$ cat config.mk
export PLATFORM = sky130hd
export DESIGN_NAME = websocket_frame_deframer
export DESIGN_NICKNAME = d
export VERILOG_FILES = /design/src/hw/rtl/wsdf_pkg.sv /design/src/hw/rtl/websocket_frame_deframer.sv
export SDC_FILE = /design/constraint.sdc
export NUM_CORES = 1
export LEC_CHECK = 0
export ABC_AREA = 1
export BUFFER_PORTS_ARGS = -buffer_cell sky130_fd_sc_hd__buf_2
export CORE_ASPECT_RATIO = 1.4
export CORE_MARGIN = 4
export CORE_UTILIZATION = 30
export CTS_BUF_LIST = sky130_fd_sc_hd__clkbuf_2 sky130_fd_sc_hd__clkbuf_4 sky130_fd_sc_hd__clkbuf_8
export CTS_CLUSTER_SIZE = 24
export DETAILED_ROUTE_END_ITERATION = 10
export HOLD_SLACK_MARGIN = 0.1
export MAX_ROUTING_LAYER = met4
export PLACE_DENSITY_LB_ADDON = 0.25
export SYNTH_ARGS = -nofsm -noshare
export SYNTH_HDL_FRONTEND = slang
export SYNTH_SLANG_ARGS = --single-unit
export TNS_END_PERCENT = 5
$ cat constraint.sdc
create_clock -name clk -period 6.8 [get_ports clk]
set_clock_uncertainty 0.2 [all_clocks]
set_input_delay 0.34 -clock clk [delete_from_list [all_inputs] [get_ports clk]]
set_output_delay 0.34 -clock clk [all_outputs]
set_load 0.01 [all_outputs]
$ cat src/hw/rtl/wsdf_pkg.sv
// ----------------------------------------------------------------------------
// wsdf_pkg
// Types and constants shared by the WebSocket frame deframer.
// ----------------------------------------------------------------------------
package wsdf_pkg;

  // Parser phase
  typedef enum logic [2:0] {
    P_HDR0 = 3'd0,  // first header byte: FIN, RSV, opcode
    P_HDR1 = 3'd1,  // second header byte: MASK, length code
    P_EXT  = 3'd2,  // extended length bytes
    P_KEY  = 3'd3,  // masking key bytes
    P_PAY  = 3'd4   // payload bytes
  } phase_t;

  // Result kinds
  typedef enum logic [1:0] {
    RK_HEADER  = 2'd0,
    RK_PAYLOAD = 2'd1,
    RK_LEN_ERR = 2'd2
  } kind_t;

  // One result transfer
  typedef struct packed {
    kind_t       kind;
    logic        fin;
    logic [2:0]  rsv;
    logic [3:0]  opcode;
    logic        masked;
    logic [31:0] length;
    logic [7:0]  payload;
    logic        last;
  } result_t;

  // Length codes that announce an extended length
  localparam logic [6:0] LEN_CODE_16 = 7'd126;
  localparam logic [6:0] LEN_CODE_64 = 7'd127;

  // Byte counts of the extended length and the masking key
  localparam logic [2:0] EXT16_BYTES = 3'd2;
  localparam logic [2:0] EXT64_WRAP  = 3'd0;
  localparam logic [2:0] KEY_BYTES   = 3'd4;

  // Register map (byte addresses)
  localparam logic [2:0]  ADDR_MAX_LEN  = 3'd0;
  localparam logic [31:0] MAX_LEN_RESET = 32'hFFFF_FFFF;
  localparam logic [31:0] LEN_SATURATED = 32'hFFFF_FFFF;

endpackage

$ cat src/hw/rtl/websocket_frame_deframer.sv
// ----------------------------------------------------------------------------
// websocket_frame_deframer
// Receive-side WebSocket (RFC 6455) frame parser with payload unmasking.
// ----------------------------------------------------------------------------
// The block takes one stream byte per clock on data_byte while in_ready is high,
// and decodes the frame header (FIN, RSV, opcode, MASK, 7-bit, 16-bit or 64-bit
// length, masking key). When the header is complete it sends one header result,
// then one result per payload byte, unmasked with the key byte at index mod 4;
// last_of_frame marks the final result of a frame. A length above the limit in
// max_payload_length (register at address 0, reset 0xFFFFFFFF) sends one error
// result and then drops every byte until reset. Each byte is parsed by the phase
// logic between the parser state and the result register, so the block accepts
// one byte every clock while in_ready is high, and the result register holds its
// result. A two-entry output buffer (result register plus skid register) keeps
// input flowing while a result waits; in_ready drops only while both entries
// are occupied.
module websocket_frame_deframer (
  input  logic        clk,
  input  logic        rst,
  // byte input
  input  logic        in_valid,
  output logic        in_ready,
  input  logic [7:0]  data_byte,
  // result output
  output logic        out_valid,
  input  logic        out_ready,
  output logic [1:0]  result_kind,
  output logic        fin_flag,
  output logic [2:0]  rsv_bits,
  output logic [3:0]  frame_opcode,
  output logic        masked_flag,
  output logic [31:0] frame_length,
  output logic [7:0]  payload_byte,
  output logic        last_of_frame,
  // configuration
  input  logic        psel,
  input  logic        penable,
  input  logic        pwrite,
  input  logic [2:0]  paddr,
  input  logic [31:0] pwdata,
  output logic [31:0] prdata,
  output logic        pready
);
  import wsdf_pkg::*;

  // Parser state
  phase_t      phase, phase_next;
  logic [2:0]  fbc, fbc_next;
  logic [63:0] acc, acc_next;
  logic [31:0] remaining, remaining_next;
  logic [7:0]  mask_key [4];
  logic [1:0]  key_index, key_index_next;
  logic        held_fin, held_fin_next;
  logic [2:0]  held_rsv, held_rsv_next;
  logic [3:0]  held_opcode, held_opcode_next;
  logic        held_mask, held_mask_next;
  logic [6:0]  length_code, length_code_next;
  logic        error_latched, error_latched_next;
  logic [31:0] max_len;

  // Per-byte control
  logic        fire_in;
  logic        step;
  logic        len_done;
  logic        too_long;
  logic        hdr_done;
  logic        key_wr;
  logic [1:0]  key_wr_idx;
  logic        res_valid;
  result_t     res;

  // Output buffer
  logic        skid_valid;
  result_t     skid;
  result_t     out_reg;

  assign in_ready = !skid_valid;
  assign fire_in  = in_valid && in_ready;
  assign step     = fire_in && !error_latched;

  // Configuration port
  assign pready = 1'b1;
  assign prdata = (paddr == ADDR_MAX_LEN) ? max_len : 32'd0;

  always_ff @(posedge clk) begin
    if (rst) begin
      max_len <= MAX_LEN_RESET;
    end else if (psel && penable && pwrite && pready && paddr == ADDR_MAX_LEN) begin
      max_len <= pwdata;
    end
  end

  // Byte datapath: field capture, length assembly and result build
  always_comb begin
    fbc_next           = fbc;
    acc_next           = acc;
    remaining_next     = remaining;
    key_index_next     = key_index;
    held_fin_next      = held_fin;
    held_rsv_next      = held_rsv;
    held_opcode_next   = held_opcode;
    held_mask_next     = held_mask;
    length_code_next   = length_code;
    error_latched_next = error_latched;
    len_done           = 1'b0;
    too_long           = 1'b0;
    hdr_done           = 1'b0;
    key_wr             = 1'b0;
    key_wr_idx         = fbc[1:0];
    res_valid          = 1'b0;
    res                = '0;

    if (step) begin
      case (phase)
        P_HDR1: begin
          held_mask_next   = data_byte[7];
          length_code_next = data_byte[6:0];
          fbc_next         = 3'd0;
          if (data_byte[6:0] < LEN_CODE_16) begin
            acc_next = {57'd0, data_byte[6:0]};
            len_done = 1'b1;
          end else begin
            acc_next = 64'd0;
          end
        end
        P_EXT: begin
          acc_next = {acc[55:0], data_byte};
          fbc_next = fbc + 3'd1;
          len_done = (length_code == LEN_CODE_16 && fbc_next == EXT16_BYTES) ||
                     (length_code == LEN_CODE_64 && fbc_next == EXT64_WRAP);
        end
        P_KEY: begin
          key_wr   = 1'b1;
          fbc_next = fbc + 3'd1;
          if (fbc_next >= KEY_BYTES) begin
            fbc_next = 3'd0;
            hdr_done = 1'b1;
          end
        end
        P_PAY: begin
          key_index_next = key_index + 2'd1;
          if (remaining != 32'd0) begin
            remaining_next = remaining - 32'd1;
          end
          res_valid   = 1'b1;
          res.kind    = RK_PAYLOAD;
          res.length  = acc[31:0];
          res.payload = held_mask ? (data_byte ^ mask_key[key_index]) : data_byte;
          res.last    = (remaining_next == 32'd0);
        end
        default: begin
          held_fin_next    = data_byte[7];
          held_rsv_next    = data_byte[6:4];
          held_opcode_next = data_byte[3:0];
        end
      endcase

      // length fully known: check against the limit
      if (len_done) begin
        too_long = (acc_next[63:32] != 32'd0) || (acc_next[31:0] > max_len);
        if (too_long) begin
          error_latched_next = 1'b1;
          res_valid          = 1'b1;
          res.kind           = RK_LEN_ERR;
          res.length         = (acc_next[63:32] != 32'd0) ? LEN_SATURATED : acc_next[31:0];
          res.last           = 1'b1;
        end else begin
          fbc_next = 3'd0;
          hdr_done = !held_mask_next;
        end
      end

      // header complete
      if (hdr_done) begin
        remaining_next = acc_next[31:0];
        key_index_next = 2'd0;
        res_valid      = 1'b1;
        res.kind       = RK_HEADER;
        res.length     = acc_next[31:0];
        res.last       = (acc_next[31:0] == 32'd0);
      end

      res.fin    = held_fin_next;
      res.rsv    = held_rsv_next;
      res.opcode = held_opcode_next;
      res.masked = held_mask_next;
    end
  end

  // Next phase
  always_comb begin
    phase_next = phase;
    if (step) begin
      case (phase)
        P_HDR1: phase_next = P_EXT;
        P_EXT:  phase_next = P_EXT;
        P_KEY:  phase_next = P_KEY;
        P_PAY:  phase_next = (remaining_next == 32'd0) ? P_HDR0 : P_PAY;
        default: phase_next = P_HDR1;
      endcase
      if (len_done && !too_long && held_mask_next) begin
        phase_next = P_KEY;
      end
      if (hdr_done) begin
        phase_next = (acc_next[31:0] == 32'd0) ? P_HDR0 : P_PAY;
      end
    end
  end

  // Parser state registers
  always_ff @(posedge clk) begin
    if (rst) begin
      phase         <= P_HDR0;
      fbc           <= 3'd0;
      acc           <= 64'd0;
      remaining     <= 32'd0;
      key_index     <= 2'd0;
      held_fin      <= 1'b0;
      held_rsv      <= 3'd0;
      held_opcode   <= 4'd0;
      held_mask     <= 1'b0;
      length_code   <= 7'd0;
      error_latched <= 1'b0;
      for (int i = 0; i < 4; i++) begin
        mask_key[i] <= 8'd0;
      end
    end else begin
      phase         <= phase_next;
      fbc           <= fbc_next;
      acc           <= acc_next;
      remaining     <= remaining_next;
      key_index     <= key_index_next;
      held_fin      <= held_fin_next;
      held_rsv      <= held_rsv_next;
      held_opcode   <= held_opcode_next;
      held_mask     <= held_mask_next;
      length_code   <= length_code_next;
      error_latched <= error_latched_next;
      if (key_wr) begin
        mask_key[key_wr_idx] <= data_byte;
      end
    end
  end

  // Output buffer: result register with a skid entry behind it
  always_ff @(posedge clk) begin
    if (rst) begin
      out_valid  <= 1'b0;
      skid_valid <= 1'b0;
    end else if (!out_valid || out_ready) begin
      out_valid  <= skid_valid || res_valid;
      skid_valid <= 1'b0;
    end else if (res_valid) begin
      skid_valid <= 1'b1;
    end
  end

  always_ff @(posedge clk) begin
    if (!out_valid || out_ready) begin
      out_reg <= skid_valid ? skid : res;
    end else if (res_valid) begin
      skid <= res;
    end
  end

  assign result_kind   = out_reg.kind;
  assign fin_flag      = out_reg.fin;
  assign rsv_bits      = out_reg.rsv;
  assign frame_opcode  = out_reg.opcode;
  assign masked_flag   = out_reg.masked;
  assign frame_length  = out_reg.length;
  assign payload_byte  = out_reg.payload;
  assign last_of_frame = out_reg.last;

  // Checks
  a_err_sticky: assert property (@(posedge clk) disable iff (rst)
    error_latched |=> error_latched)
    else $error("length error latch cleared without reset");

  a_skid_behind_out: assert property (@(posedge clk) disable iff (rst)
    skid_valid |-> out_valid)
    else $error("skid entry holds a result while the output register is empty");

  a_pay_nonzero: assert property (@(posedge clk) disable iff (rst)
    (phase == P_PAY) |-> (remaining != 32'd0))
    else $error("payload phase with no bytes remaining");

  a_err_silent: assert property (@(posedge clk) disable iff (rst)
    (error_latched && !out_valid) |=> !out_valid)
    else $error("result produced after length error");

endmodule

Yosys cells after proc, flatten, opt, wreduce, memory -nomap -nowiden
Memories as Yosys holds them, arrays and structs flattened. A register that Yosys moved wholly into a read port is not among the register bits.
Cells that the tools add are included.
{"block": "totals", "register_bits": 259, "word_cells": 154, "inputBits": 50, "mem_count": 1, "ram_bits": 32}
{"block": "classes", "mux": 72, "bitwise_logic": 2, "n_lt_le_gt_ge": 3, "eq_ne": 7, "reduce_logical": 35, "addsub": 3}
{"memory": "mask_key", "depth": 4, "word_bits": 8, "rd": 1, "rd_clocked_by_memory_dff": 1, "wr": 4, "line_no": "websocket_frame_deframer.sv:51", "source": "logic [7:0] mask_key [4];"}
{"operator": "32-bit two-way mux", "n": 12}
{"operator": "32-bit logical NOT", "n": 4}
{"operator": "64-bit one-hot mux with 2 select lines", "n": 1}
{"operator": "52-bit two-way mux", "n": 2}
{"operator": "64-bit two-way mux", "n": 1}
{"operator": "32-bit nonzero test", "n": 2}
{"operator": "41-bit two-way mux", "n": 1}
{"operator": "32-bit greater-than comparator", "n": 1}
{"operator": "1-bit two-way mux", "n": 32}
{"operator": "32-bit by 1-bit subtractor with 32-bit output (second input constant)", "n": 1}
{"operator": "3-bit two-way mux", "n": 8}
{"operator": "3-bit one-hot mux with 3 select lines", "n": 2}
{"operator": "2-bit two-way mux", "n": 8}
{"operator": "8-bit two-way mux", "n": 2}
{"operator": "7-bit == test (second input constant)", "n": 2}
{"operator": "3-bit by 2-bit == test with 1-bit output (second input constant)", "n": 3}
{"operator": "1-bit logical AND", "n": 9}
{"operator": "8-bit OR reduction", "n": 1}
{"operator": "8-bit bitwise XOR", "n": 1}
{"operator": "7-bit less-than comparator (second input constant)", "n": 1}
{"operator": "7-bit two-way mux", "n": 1}
{"operator": "3-bit logical NOT", "n": 2}
{"operator": "2-bit AND reduction", "n": 3}
{"operator": "1-bit logical NOT", "n": 5}
{"operator": "other kinds (13)", "n": 17}

Depth between registers and ports, before layout
Gate-level depths: netlist of run 1.
{"block": "depth", "word_depth": 16, "ltp_mapped": 34, "depth_no_buf": 32}

Least setup slack after synthesis of run 1
OpenSTA, ideal clock, no wires.
{"block": "synth_path", "path_kind": "register to register", "startpoint": "register phase[1]", "endpoint": "register skid[0] (netlist bit), enable pin", "slack_ns": 0.680, "period_less_slack_ns": 6.120, "setup_ns": 0.479, "path_stages_with_launch": 19, "t_required_ns": 6.121, "arrival_ns": 5.441, "cell_sequence": "dfxtp_1 nand3_4 nand2_1 buf_4 clkbuf_1 o22ai_1 ha_1 nand2_1 nor2_1 nand2_1 nor4_1 nand4_1 nand2_1 nand3_1 nand2_1 nand2_2 nor2_1 nor2_1 a21oi_1"}
{"block": "synth_via", "elab_chain_cells": 11, "elab_cells_between_ends": 24, "cone_classes": "order compare: 1; eq/ne: 4; mux: 15; reduce/logical: 4"}
{"element": "start: declaration", "line_no": "websocket_frame_deframer.sv:47", "source": "phase_t phase, phase_next;"}
{"element": "start signal: assignment", "line_no": "websocket_frame_deframer.sv:228", "source": "phase <= phase_next;"}
{"element": "3-bit by 2-bit == test with 1-bit output / 3-bit by 1-bit == test with 1-bit output (equally long branches)", "line_no": "websocket_frame_deframer.sv:114", "source": "case (phase)"}
{"element": "64-bit one-hot mux with 2 select lines", "line_no": "websocket_frame_deframer.sv:114"}
{"element": "64-bit two-way mux", "line_no": "websocket_frame_deframer.sv:113", "source": "if (step) begin"}
{"element": "32-bit greater-than comparator / 32-bit nonzero test (equally long branches)", "line_no": "websocket_frame_deframer.sv:160", "source": "too_long = (acc_next[63:32] != 32'd0) || (acc_next[31:0] > max_len);"}
{"element": "1-bit logical OR", "line_no": "websocket_frame_deframer.sv:160"}
{"element": "1-bit two-way mux", "line_no": "websocket_frame_deframer.sv:161", "source": "if (too_long) begin"}
{"element": "1-bit two-way mux", "line_no": "websocket_frame_deframer.sv:159", "source": "if (len_done) begin"}
{"element": "1-bit two-way mux", "line_no": "websocket_frame_deframer.sv:113"}
{"element": "1-bit two-way mux *", "line_no": "websocket_frame_deframer.sv:174", "source": "if (hdr_done) begin"}
{"element": "1-bit two-way mux *", "line_no": "websocket_frame_deframer.sv:113"}
{"element": "2-bit AND reduction (no source line) *"}
{"element": "end signal: assignment", "line_no": "websocket_frame_deframer.sv:262", "source": "skid <= res;"}
{"element": "end: declaration", "line_no": "websocket_frame_deframer.sv:74", "source": "result_t skid;"}
Every way passes the cells marked *; elsewhere a longest branch is shown, timed or not. The select of a mux whose other input is x is not followed.
A chain may end at the register's enable or synchronous reset.

==> results.md, run 1 <==
* Worst r2r path cells at 24
* Row count at 97
* Fin nets at 2,237
* H-tree level count at 2
* EDFF count, synth at about 140
* Clk buf depth at 3
* Pre-CTS setup slack at 1.011 ns
* Worst r2r src: phase[0]
* Total CTS buffers at 49
* Critical path fanouts, max at 53
* Dpl cell area at between 0.015 and 0.02 mm²
* Worst slew margin at 21.60%
* Post-DP HPWL at 38,040 µm
* Synth Area per Inst at about 7.6 µm²
* F_max at between 0.15 and 0.2 GHz
* Clock transition at path regs at 0.06 ns
* Setup slack, reg-to-reg at 0.97 ns
* DR pass1 iterations at 8
* Port Buffers at 135
* Non-filler cells in the finished layout at 2,832
* FILL cells at 5,215
* Synth async-reset ratio at 0%
* RSZ-0062 raised after global routing: false
* Hold Path Depth at 2
* Final worst setup slack at slightly below 1 ns
* Hold wc startpoint: held_rsv[0]
* Footprint of the multi-input gates at roughly 0.0069 mm²
* Worst skew pair latency at 0.62 ns
* Initial drt markers at between 1k and 1.5k
* Die ar. at 0.05486 mm²
* Crit path time final at approximately 6 ns
* Synth top area cells: edfxtp_1 (27%), dfxtp_1 (20%), nand2_1 (9.1%), nor2_1 (7.4%), o21ai_0 (7.3%)
* PD cells at 264.4 mW/mm²
* Routed len/inst at 18.80 µm
* WHS at 0.2602 ns
* Worst EP arrival at about 6.0 ns
* Hold Vio Cnt, Final at 0
* Total global-route track usage at between 10% and 20%
* Max Slew Vio Count at 0
* Drt drc at 0
* Main synth FF type: dfxtp_1
* Hold WC Path Type: register to register
* Design area at 0.01809 mm²
* Clk sinks at 293
* Status: complete, no violations
* Yosys top cell area share at 26.63%
* Largest area contributor in the netlist: edfxtp_1
* Synth cell types at 40
* Remaining antenna violation count at 0
* Final setup vio count at 0
* Starting density of the core at 30.45%
* Synth-to-layout area growth at 17.91%
* Synth Instances at 2,009
* Die extent in x at 199.1 µm
* Core ar. at 0.05037 mm²
* Avg Vias per Cell at approximately 5
* Grt total ovfl at 0
* Dpl cells at ~2.7k
* Clk root buf: clkbuf_8
* Data required, critical path at 6.96 ns
* Setup_tns at 0 ns
* Hold path endpoint: held_rsv[0]
* Number of max-cap violations at 0
* Register area share after synthesis at 47.12%
* Crit path kind: register to register
* Setup crit start kind: register
* Syn_nets at 2,096
* Sequential cell area at 0.007228 mm²
* Slew @ Worst Pin at 1.164 ns
* Syn. warnings at 0
* Cell area after synthesis at 0.01534 mm²
* Die Y at 275.5 µm
* Util after Layout at 35.91%
* I/O Pins at 137
* Max VDD drop at 0.0001232 V
* DR vias at 14.33k
* DRT Wirelength at 53,230 µm
* Largest net degree at the start of global routing at 80
* First-pass GRT wire length at 80,550 µm
* Period utilisation layout at a little under nine tenths
* Vias in the first global route at about 14k
* Share of post-route cells with drive strength above 1 at 12.25%
* Routability congestion estimate at 0.9588
* Crit Reg-Reg Endpoint: frame_length[18]
* CP Capture Type: register
* CTS tree: yes
* Total power at 4.782 mW
* Yosys reg bits at a little under 300
* Antenna violations before repair at 1
* LEAKAGE at 8.531 nW
[layout by cell type, fill, tap and decap left out, drive strengths merged]
cell / count
nand2: 375
nor2: 305
o21ai: 232
inv: 199
dfxtp: 157
buf: 155
a21oi: 137
edfxtp: 136
nand3: 135
clkbuf: 72
o22ai: 43
dlygate4sd3: 42
a21o: 37
ha: 37
xor2: 30
nand4: 26
clkinv: 14
or2: 10
o211ai: 9
nor3: 9
nor4: 5
bufinv: 5
o21a: 3
nand3b: 3
and2: 2
a2111oi: 2
o41ai: 2
o31ai: 2
clkinvlp: 2
diode: 1
a211oi: 1
conb: 1
[cell families (layout without fill, tap and decap cells)]
| group | after synthesis | after routing | synth area share [%] |
|---|---|---|---|
| DFF | 293 | 293 | 47.12 |
| and+or+nand+nor | 870 | 870 | 23.57 |
| buffers and inverters | 310 | 489 | 7.970 |
| other | 1 | 2 | 0.02445 |
| AOI/OAI and AO/OA | 468 | 468 | 16.59 |
| xor gates and xnor gates | 30 | 30 | 1.713 |
| adders and majority gates | 37 | 37 | 3.018 |
[state kept, by name, indices dropped and copies added (netlist names), 2 cells and up, named ones only]
signal        flops
rsv_bits          3
mask_key         32
length_code       7
result_kind       2
remaining        32
fbc               3
frame_opcode      4
held_rsv          3
acc              64
key_index         2
skid             52
phase             3
payload_byte      8
max_len          32
held_opcode       4
frame_length     32
[critical path, stage by stage, from the launching register on]
cell,delay (ns)
dfxtp_1,0.41
inv_2,0.08
nand3_4,0.06
buf_4,0.53
inv_2,0.45
a21oi_2,0.40
o22ai_1,0.27
ha_1,0.38
nand2_1,0.06
nor2_1,0.13
nand2_1,0.07
nand2_1,0.05
nand2_1,0.04
nand2_1,0.06
nand2_1,0.04
nand2_1,0.05
nand2_1,0.14
nand2_1,0.11
nand2_1,0.07
inv_2,0.27
nand2_1,0.42
buf_4,0.36
o21ai_0,0.46
a21oi_1,0.24
a21o_1,0.21
[synth_stat cells, drive strengths merged, types with 10 or more instances]
| cell | n |
|---|---|
| xor2 | 30 |
| or2 | 10 |
| o22ai | 43 |
| edfxtp | 136 |
| clkbuf | 79 |
| nand4 | 26 |
| a21o | 37 |
| ha | 37 |
| buf | 28 |
| dfxtp | 157 |
| inv | 198 |
| a21oi | 137 |
| nand2 | 375 |
| nor2 | 305 |
| o21ai | 232 |
| nand3 | 135 |
[cell type report]
class | instances | area share [%]
timing repair buffer | 197 | 6.904
tap | 643 | 4.448
sequential | 293 | 39.97
clock buffer | 72 | 4.926
antenna | 1 | 0.01384
multi-input combinational | 1406 | 38.25
inverter | 203 | 4.213
clock inverter | 17 | 1.280
[repair_timing]
item                                   4_1_cts  5_1_grt
gates resized for setup                      0        0
setup buffers                                0        0
endpoints found under the hold margin       99        0
hold buffers                                42        0
[worst max path at each step]
| stage | startpoint | to | slack, ns | cells after the start |
|---|---|---|---|---|
| final | phase[0] | frame_length[18] | 0.97 | 24 |
| after CTS | phase[0] | frame_length[18] | 1.02 | 24 |
| after global placement | phase[0] | frame_length[18] | 0.99 | 24 |
| after floorplan | phase[1] | skid[0] | 0.68 | 18 |
| after global routing | phase[0] | frame_length[18] | 0.69 | 24 |
| after detailed placement | phase[0] | frame_length[18] | 1.01 | 24 |
[power by group]
| part | switching (mW) | internal, mW | total, mW | leakage, nW |
|---|---|---|---|---|
| combinational | 0.649 | 0.299 | 0.947 | 5.26 |
| sequential | 0.0693 | 1.98 | 2.04 | 2.69 |
| clock | 0.755 | 1.04 | 1.79 | 0.581 |
| total | 1.47 | 3.31 | 4.78 | 8.53 |
[metal layers]
| metal | global-route usage, % | routed length (µm) | share of wire (%) | up-vias |
|---|---|---|---|---|
| met5 | - | 0 | 0 | - |
| met4 | 12.10 | 3834 | 7.2 | 0 |
| li1 | - | - | - | 6986 |
| met1 | 20.06 | 19340 | 36 | 6721 |
| met3 | 2.222 | 2290 | 4.3 | 143 |
| met2 | 34.82 | 27770 | 52 | 476 |
(Power assumes the default switching activity.)
==> inputs of run 2 (changes only) <==
- clock period: 6.8 -> 6.45 ns (I/O delays scaled with it)
==> results.md, run 2 (synthesized netlist as in run 1, its figures left out) <==
* Status: complete, no violations
* Antenna violations before repair at 1 (unchanged)
* Worst skew pair latency at 0.62 ns (about the same)
* Avg Vias per Cell at 5.085 (+0.52%)
* Hold path endpoint: held_rsv[0]
* Dpl cells at 2,703 (+0.11%)
* Max VDD drop at 0.0001237 V (+0.36%)
* Hold WC Path Type: register to register
* Switch share at 32.01% (+1.2 points)
* Clock transition at path regs at 0.06 ns (about the same)
* Starting density of the core at 30.45% (unchanged)
* CTS tree: yes
* DR vias at 14.41k (+0.59%)
* LEAKAGE at 8.525 nW (about the same)
* Largest net degree at the start of global routing at 93 (+16%)
* Post-DP HPWL at 38,850 µm (+2.1%)
* Drt drc at 0 (unchanged)
* Slew @ Worst Pin at 1.047 ns (-0.1171 ns)
* Routability congestion estimate at 0.9185 (-4.2%)
* Die Y at 275.5 µm (unchanged)
* Logic gate share of total power at 20.5% (+0.7 points)
* Cts hold-fix bufs at 42 (unchanged)
* Setup_tns at 0 ns (unchanged)
* Largest regs: acc x64, skid x52
* Clk root buf: clkbuf_8
* Crit path time final at 5.444 ns (-0.3899 ns)
* Largest reg by FF count: acc
* Number of max-cap violations at 0 (unchanged)
* Total CTS buffers at 49 (unchanged)
* Crit Reg-Reg Endpoint: frame_length[24]
* Non-filler cells in the finished layout at 2,834 (+0.071%)
* Commonest non-fill, non-tap cell in the layout: nand2_1
* I/O Pins at 137 (unchanged)
* Max Slew Vio Count at 0 (unchanged)
* Total global-route track usage at 19.65% (+0.26 points)
* Sequential share of power at 43.3% (+0.5 points)
* Critical path fanouts, max at 53 (unchanged)
* Period utilisation layout at 84.40% (-1.4 points)
* Most frequent cells in the layout: nand2_1 (373), nor2_1 (304), o21ai_0 (224), inv_1 (191), dfxtp_1 (156)
* Setup slack, reg-to-reg at 1.01 ns (+0.04 ns)
* Initial drt markers at 1,129 (-6.2%)
* Worst EP arrival at 5.62 ns (-0.38 ns)
* PostCTS Resize Cnt at 0 (unchanged)
* Worst r2r path cells at 24 (unchanged)
* F_max at 0.1837 GHz (+7.2%)
* Synth-to-layout area growth at 17.68%
* Hold wc startpoint: held_rsv[0]
* Hold Vio Cnt, Final at 0 (unchanged)
* Routed len/inst at 19.09 µm (+1.5%)
* Crit path kind: register to register
* Worst slew margin at 29.49% (+7.9 points)
* Core ar. at 0.05037 mm² (unchanged)
* Hold Path Depth at 2 (unchanged)
* Worst r2r src: phase[0]
* RSZ-0062 raised after global routing: false
* Remaining antenna violation count at 0 (unchanged)
* Clk sinks at 293 (unchanged)
* Final setup vio count at 0 (unchanged)
* Die extent in x at 199.1 µm (unchanged)
* Postcts setup bufs at 0 (unchanged)
* H-tree level count at 2 (unchanged)
* DR pass1 iterations at 6 (-2)
* WHS at 0.2605 ns (+0.0003300 ns)
* Switching pwr at 1.595 mW (+8.3%)
* Row count at 97 (unchanged)
* Internal at 3.388 mW (+2.4%)
* Grt total ovfl at 0 (unchanged)
* Fin nets at 2,240 (+0.13%)
* Util after Layout at 35.84% (-0.072 points)
* Clk buf depth at 3 (unchanged)
* Share of post-route cells with drive strength above 1 at 12.37% (+0.13 points)
* Vias in the first global route at 14.10k (-0.30%)
* Data required, critical path at 6.63 ns (-0.33 ns)
* Setup crit start kind: register
* Max reg flops at 64 (unchanged)
* PD cells at 276.1 mW/mm² (+4.4%)
* CP Capture Type: register
* First-pass GRT wire length at 81,790 µm (+1.5%)
* Die ar. at 0.05486 mm² (unchanged)
* DRT Wirelength at 54,090 µm (+1.6%)
* Port Buffers at 135 (unchanged)
* Clock Power Share at 36.2% (-1.2 points)
[run 2: cell count changes in the layout (fill, tap and decap cells not counted), sizes merged]
cell | previous run | this run
inv | 199 | 200
bufinv | 5 | 3
clkinv | 14 | 20
buf | 155 | 158
clkbuf | 72 | 66
[run 2: power groups by stage]
| stage | registers [mW] | logic (mW) | clock network [mW] |
|---|---|---|---|
| 2_1_floorplan | 2.19 | 0.632 | 0 |
| 3_3_place_gp | 2.19 | 0.991 | 0 |
| 3_5_place_dp | 2.20 | 0.992 | 0 |
| 4_1_cts | 2.16 | 1.02 | 1.86 |
| 5_1_grt | 2.17 | 1.13 | 1.93 |
| 6_report | 2.16 | 1.02 | 1.81 |
[run 2: per-stage QoR]
step	setup slack, ns	area [µm²]	power (mW)
finish	1.006	18050	4.983
global route	0.6505	18050	5.226
CTS	1.112	18050	5.028
detailed placement	1.122	16560	3.187
global placement	1.047	16560	3.185
floorplan	0.3299	15340	2.825
[run 2: area by class of cell]
| type | count | area, µm² |
|---|---|---|
| fillers | 5225 | 32320 |
| flip-flops and latches | 293 | 7228 |
| multi-input cells | 1406 | 6918 |
| repair buffers | 200 | 1271 |
| clock buffers | 66 | 852.1 |
| well taps | 643 | 804.5 |
| inverters | 203 | 762.0 |
| clock inverters | 22 | 211.5 |
| diodes | 1 | 2.502 |
[run 2: worst max-delay path by stage]
stage	from	to	slack (ns)	depth (start not counted)
detailed placement	phase[0]	frame_length[24]	1.12	24
global placement	phase[0]	frame_length[14]	1.05	24
global route	phase[0]	frame_length[24]	0.65	24
finish	phase[0]	frame_length[24]	1.01	24
floorplan	phase[1]	skid[0]	0.33	18
CTS	phase[0]	frame_length[24]	1.11	24
[run 2: routing by layer]
layer	share of wire, %	wire [µm]	global-route usage (%)
met1	37	19800	20.86
met5	0	0	-
met4	7.2	3888	12.10
met2	52	28250	34.87
met3	4.0	2154	2.051
[run 2: critical path, cell delays in order (launching register included)]
cell and delay [ns]:
dfxtp_1 0.42, inv_2 0.09, nand3_4 0.06, buf_4 0.50, inv_2 0.43, a21oi_2 0.39, o22ai_1 0.28, ha_1 0.37
nand2_1 0.07, nor2_1 0.15, nand2_1 0.07, nand2_1 0.05, nand2_1 0.05, nand2_1 0.06, nand2_1 0.04, nand2_1 0.05
nand2_1 0.18, nand2_1 0.12, nand2_1 0.07, inv_2 0.27, nand2_1 0.09, buf_4 0.25, o21ai_0 0.43, a21oi_1 0.26
a21o_1 0.21
